===== config.mk =====
export PLATFORM = sky130hd
export DESIGN_NAME = qvr_fifo
export DESIGN_NICKNAME = d
export VERILOG_FILES = /design/src/qvr_pkg.sv /design/src/qvr_fifo.sv
export SDC_FILE = /design/constraint.sdc
export NUM_CORES = 1
export LEC_CHECK = 0
export BUFFER_PORTS_ARGS = -buffer_cell sky130_fd_sc_hd__buf_2
export CORE_MARGIN = 2
export CORE_UTILIZATION = 61
export CTS_CLUSTER_SIZE = 16
export DETAILED_ROUTE_END_ITERATION = 16
export GPL_TIMING_DRIVEN = 0
export PLACE_DENSITY = 0.84
export REMOVE_ABC_BUFFERS = 1
export SETUP_SLACK_MARGIN = 0.02
export SYNTH_ARGS = -nofsm -noshare
export SYNTH_HDL_FRONTEND = slang
export SYNTH_SLANG_ARGS = --single-unit

===== constraint.sdc =====
create_clock -name clk -period 15.31 [get_ports clk]
set_clock_uncertainty 0.2 [all_clocks]
set_input_delay 3.8275 -clock clk [delete_from_list [all_inputs] [get_ports clk]]
set_output_delay 3.8275 -clock clk [all_outputs]
set_load 0.1 [all_outputs]

===== src/qvr_pkg.sv =====
`timescale 1ns / 1ps
// ----------------------------------------------------------------------------
// qvr_pkg
// Shared types and constants for the quaternion vector rotate unit.
// ----------------------------------------------------------------------------
package qvr_pkg;

    localparam int unsigned QVR_FIFO_DEPTH = 4;

    localparam int unsigned DATA_W  = 16;
    localparam int unsigned PROD_W  = 2 * DATA_W;        // q part times q part
    localparam int unsigned MTX_W   = PROD_W + 2;        // matrix term, |P| <= 2^32
    localparam int unsigned MV_W    = MTX_W + DATA_W;    // matrix term times vector part
    localparam int unsigned ACC_W   = MV_W + 1;          // sum of three
    localparam int unsigned FRAC_W  = 30;
    localparam int unsigned RND_W   = ACC_W - FRAC_W;

    localparam logic signed [ACC_W-1:0] RND_HALF = ACC_W'(64'd1 << (FRAC_W - 1));
    localparam logic signed [DATA_W-1:0] SAT_MAX = 16'sh7fff;
    localparam logic signed [DATA_W-1:0] SAT_MIN = 16'sh8000;

    typedef struct packed {
        logic signed [DATA_W-1:0] quat_w;
        logic signed [DATA_W-1:0] quat_x;
        logic signed [DATA_W-1:0] quat_y;
        logic signed [DATA_W-1:0] quat_z;
        logic signed [DATA_W-1:0] vec_x;
        logic signed [DATA_W-1:0] vec_y;
        logic signed [DATA_W-1:0] vec_z;
    } qvr_req_t;

    typedef struct packed {
        logic signed [DATA_W-1:0] out_x;
        logic signed [DATA_W-1:0] out_y;
        logic signed [DATA_W-1:0] out_z;
        logic                     saturated;
    } qvr_rsp_t;

    // matrix terms and the vector, handed from front to back
    typedef struct packed {
        logic signed [MTX_W-1:0]  m00;
        logic signed [MTX_W-1:0]  m01;
        logic signed [MTX_W-1:0]  m02;
        logic signed [MTX_W-1:0]  m10;
        logic signed [MTX_W-1:0]  m11;
        logic signed [MTX_W-1:0]  m12;
        logic signed [MTX_W-1:0]  m20;
        logic signed [MTX_W-1:0]  m21;
        logic signed [MTX_W-1:0]  m22;
        logic signed [DATA_W-1:0] vec_x;
        logic signed [DATA_W-1:0] vec_y;
        logic signed [DATA_W-1:0] vec_z;
    } qvr_job_t;

endpackage


===== src/qvr_fifo.sv =====
`timescale 1ns / 1ps
// ----------------------------------------------------------------------------
// qvr_fifo
// Short queue of matrix jobs between the front and the back.
// ----------------------------------------------------------------------------
module qvr_fifo
    import qvr_pkg::*;
#(
    parameter int unsigned DEPTH = QVR_FIFO_DEPTH
)
(
    input  logic     clk,
    input  logic     rst_n,
    input  logic     push_valid,
    output logic     push_ready,
    input  qvr_job_t push_data,
    output logic     pop_valid,
    input  logic     pop_ready,
    output qvr_job_t pop_data
);

    localparam int unsigned PTR_W = (DEPTH > 1) ? $clog2(DEPTH) : 1;
    localparam int unsigned CNT_W = $clog2(DEPTH + 1);

    qvr_job_t           mem_reg [DEPTH];
    logic [PTR_W-1:0]   wr_ptr_reg, wr_ptr_next;
    logic [PTR_W-1:0]   rd_ptr_reg, rd_ptr_next;
    logic [CNT_W-1:0]   count_reg, count_next;
    logic               push;
    logic               pop;

    assign push_ready = (count_reg != CNT_W'(DEPTH));
    assign pop_valid  = (count_reg != '0);
    assign push       = push_valid && push_ready;
    assign pop        = pop_valid && pop_ready;
    assign pop_data   = mem_reg[rd_ptr_reg];

    always_comb
    begin
        wr_ptr_next = wr_ptr_reg;
        rd_ptr_next = rd_ptr_reg;
        count_next  = count_reg;
        if (push)
        begin
            wr_ptr_next = (wr_ptr_reg == PTR_W'(DEPTH - 1)) ? '0 : wr_ptr_reg + 1'b1;
        end
        if (pop)
        begin
            rd_ptr_next = (rd_ptr_reg == PTR_W'(DEPTH - 1)) ? '0 : rd_ptr_reg + 1'b1;
        end
        if (push && !pop)
        begin
            count_next = count_reg + 1'b1;
        end
        else if (pop && !push)
        begin
            count_next = count_reg - 1'b1;
        end
    end

    always_ff @(posedge clk or negedge rst_n)
    begin
        if (!rst_n)
        begin
            wr_ptr_reg <= '0;
            rd_ptr_reg <= '0;
            count_reg  <= '0;
        end
        else
        begin
            wr_ptr_reg <= wr_ptr_next;
            rd_ptr_reg <= rd_ptr_next;
            count_reg  <= count_next;
        end
    end

    always_ff @(posedge clk)
    begin
        if (push)
        begin
            mem_reg[wr_ptr_reg] <= push_data;
        end
    end

endmodule


==> out/results.md <==
| Parameter | Reported | Unit |
|:---|:---|:---|
| Global router's overall resource usage | 28.9 | % |
| R2R setup slack | 11790 | ps |
| Routed length per placed instance | 31.6 | um |
| Via-per-instance ratio | 6.18 | - |
| Number of antenna violations at the first check in global routing | 72 | - |
| Clock tree from TritonCTS | done | - |
| Area of the core | 84000 | um2 |
| Area grow syn2layout | 18.4 | % |
| Largest net degree at the start of global routing | 65 | - |
| Share of cells above drive strength 1 | 46.4 | % |
| Biggest area contributors in the synthesized netlist | sky130_fd_sc_hd__edfxtp_1, sky130_fd_sc_hd__mux4_2, sky130_fd_sc_hd__buf_12, sky130_fd_sc_hd__buf_2, sky130_fd_sc_hd__dfrtp_1 | - |
| Drt initial violations | 2303 | - |
| Count of max-cap constraint violations | 0 | - |
| Actual slew at the worst max-slew pin | 826 | ps |
| Destination of the worst register-to-register timing path | mem_reg[2][32] | - |
| Routed vias | 24.8k | - |
| Adder-cell share of the synthesized area | 0.183 | % |
| Worst Path Max Fanout | 44 | - |
| Worst stage delay on the critical path | 860 | ps |
| Mean instance size in the synthesized netlist | 27.5 | um2 |
| Setup TNS | 0 | ps |
| Number of failing hold endpoints at the final stage | 0 | - |
| Die X | 296 | um |
| Element type at the critical path start | flip-flop | - |
| Total of cells resized after clock tree synthesis | 0 | - |
| Critical path, cell by cell | buf_16 > buf_16 > buf_16 > buf_16 > mux4_2 > buf_2 | - |
| Hold-fix buffer count after cts | 0 | - |
| Final Slew Violations | 0 | - |
| Share of synthesized area occupied by flip-flops and latches | 82.4 | % |
| Worst slack at placement | 7930 | ps |
| Die ar. | 87300 | um2 |
| Number of sinks handled by clock tree synthesis | 1423 | - |
| Flop and latch count out of synthesis | 1423 | - |
| Total congestion overflow | 0 | - |
| Starting Density | 61.8 | % |
| Clock transition at the registers of the reported paths | 60 | ps |
| Max Fclk | 124 | MHz |
| Worst Hold Path Cells | 1 | - |
| Post-synthesis mux area share | 15.5 | % |
| Final instance area | 61400 | um2 |
| # IOs | 714 | - |
| Simple-gate area share of the yosys netlist | 0.104 | % |
| Critical-path cell with the highest stage delay | sky130_fd_sc_hd__dfrtp_4 | - |
| Launch instance of the worst min-delay path | count_reg[2] | - |
| Area share of xor/xnor cells in the synthesized design | 0.0507 | % |
| Hold endpoint | count_reg[2] | - |
| Dominant combinational cell family by area after synthesis | multiplexers | - |
| Dpl cell area | 57000 | um2 |
| Most repeated library cell on the critical path | sky130_fd_sc_hd__buf_16 | - |
| Required time at the worst-slack endpoint | 11280 | ps |
| Vias in the first global route | 26.6k | - |
| Setup slack of the critical path after layout | 7220 | ps |
| Final Critical Period | 8090 | ps |
| Clock buffer depth | 3 | - |
| Dominant delay contributor by cell family on the critical path | buffers and inverters | - |
| Later-pin clock latency in the skew report | 740 | ps |
| Cell count after synthesis | 1886 | - |
| Clock tree root buffer cell | sky130_fd_sc_hd__clkbuf_16 | - |
| Type of element capturing the critical path | output pin | - |
| DRT antenna net count | 0 | - |
| WP depth | 6 | - |
| Die height | 296 | um |
| Compound-cell area share of the yosys netlist | 0.0145 | % |
| # rows | 106 | - |
| Count of unique library cells instantiated by Yosys | 19 | - |
| Arrival time at the worst endpoint | 4060 | ps |
| First-pass GRT wire length | 179000 | um |
| R2r worst-path depth | 6 | - |
| Wirelength, routed | 127000 | um |
| Max FFs per register | 1416 | - |
| Relative slew slack | 44.9 | % |
| RSZ-0062 raised after global routing | no | - |
| Weighted congestion at the end of routability-driven global placement | 0.790 | - |
| Count of buffers added by post-CTS timing repair for setup | 0 | - |
| Startpoint of the worst register-to-register path | count_reg[0] | - |
| Proportion of netlist area held by the largest area contributor | 82.0 | % |
| Number of nets at the end of the flow | 3063 | - |
| WS Path Type | reg2out | - |
| Cell accounting for the most synthesized area | sky130_fd_sc_hd__edfxtp_1 | - |
| Final worst hold slack | 333 | ps |
| Buffers on Ports | 713 | - |
| DPL Wire Length | 71900 | um |
| Number of warning messages in the yosys log | 0 | - |
| Remaining routing DRC violations | 0 | - |
| TritonCTS Buffers | 137 | - |
| Count of buffering cells on the critical path with inverters included | 5 | - |
| Fraction of the cycle the final worst path needs | 52.8 | % |
| H-tree depth | 4 | - |
| Netlist Area Pre-Place | 51800 | um2 |
| Path type of the worst min-delay path | reg2reg | - |
| Status | finished, final reports clean | - |
| Length of the first detailed-routing pass in iterations | 5 | - |
| Setup Viol. Count Final | 0 | - |
==> Yosys cell counts (all sizes together) <==
master and instances:
inv 3, and2 4, edfxtp 1416, buf 76, ha 6, mux2 5
nor2 4, dfrtp 7, xor2 2, a21boi 1, nand2 2, or3 1
clkbuf 3, fa 1, xnor2 1, mux4 354
==> layer usage <==
metal,vias up,wire length [um],global-route usage [%]
met5,-,256,0
met1,13000,40000,32.0
met2,1427,68000,50.3
met3,365,10700,8.12
met4,36,7540,16.8
li1,9961,-,-
==> worst max path at each step <==
stage	slack [ps]	to	start
after floorplan	-3690	pop_data[0]	rd_ptr_reg[0]
after global placement	-9210	pop_data[82]	rd_ptr_reg[0]
after detailed placement	7930	pop_data[65]	rd_ptr_reg[0]
after CTS	7070	pop_data[213]	rd_ptr_reg[0]
after global routing	6920	pop_data[213]	rd_ptr_reg[0]
final	7220	pop_data[213]	rd_ptr_reg[0]
==> per-stage QoR <==
stage | utilization (%) | std cells
after floorplan | - | 1807
after global placement | 66.6 | 3654
after detailed placement | 67.9 | 3693
after CTS | 72.9 | 3937
after global routing | 73.1 | 3988
final | 73.1 | 4005
==> logic make-up (layout without fill, tap and decap cells) <==
| logic type | count (synthesis) | in the layout |
|---|---|---|
| AO/OA/AOI/OAI | 1 | 1 |
| XOR/XNOR | 3 | 3 |
| adder cells (fa/ha/maj) | 7 | 7 |
| buffers and inverters | 82 | 999 |
| flip-flops | 1423 | 1423 |
| multiplexers | 359 | 359 |
| other | 0 | 68 |
| AND/OR/NAND/NOR | 11 | 11 |
==> placed cells by master, fill, tap and decap left out <==
cell type	count
sky130_fd_sc_hd__clkinv_16	1
sky130_fd_sc_hd__inv_6	6
sky130_fd_sc_hd__mux4_2	354
sky130_fd_sc_hd__inv_8	1
sky130_fd_sc_hd__diode_2	68
sky130_fd_sc_hd__clkinvlp_4	5
sky130_fd_sc_hd__nor2_1	4
sky130_fd_sc_hd__clkinv_4	1
sky130_fd_sc_hd__clkinv_1	26
sky130_fd_sc_hd__and2_4	4
sky130_fd_sc_hd__or3_1	1
sky130_fd_sc_hd__inv_1	3
sky130_fd_sc_hd__edfxtp_1	1416
sky130_fd_sc_hd__clkbuf_1	35
sky130_fd_sc_hd__clkbuf_16	139
sky130_fd_sc_hd__buf_2	713
sky130_fd_sc_hd__inv_16	3
sky130_fd_sc_hd__clkinv_8	3
sky130_fd_sc_hd__ha_1	6
sky130_fd_sc_hd__xor2_1	2
sky130_fd_sc_hd__buf_12	3
sky130_fd_sc_hd__fa_1	1
sky130_fd_sc_hd__dfrtp_4	2
sky130_fd_sc_hd__buf_16	36
sky130_fd_sc_hd__dfrtp_1	5
sky130_fd_sc_hd__a21boi_1	1
sky130_fd_sc_hd__mux2_2	5
sky130_fd_sc_hd__xnor2_1	1
sky130_fd_sc_hd__clkinv_2	17
sky130_fd_sc_hd__nand2_1	2
sky130_fd_sc_hd__bufinv_16	7
==> area by class of cell <==
class | instances | area [um2]
Clock buffer | 174 | 3610
Clock inverter | 70 | 642
Timing Repair Buffer | 752 | 4620
Antenna cell | 68 | 170
Sequential cell | 1423 | 42700
Inverter | 3 | 11.3
Multi-Input combinational cell | 381 | 8220
Tap cell | 1134 | 1420
Fill cell | 4313 | 22600
Power is left out: the tool's default activity adds up to more than one toggle a clock period on the data nets, which glitch-free logic cannot reach.
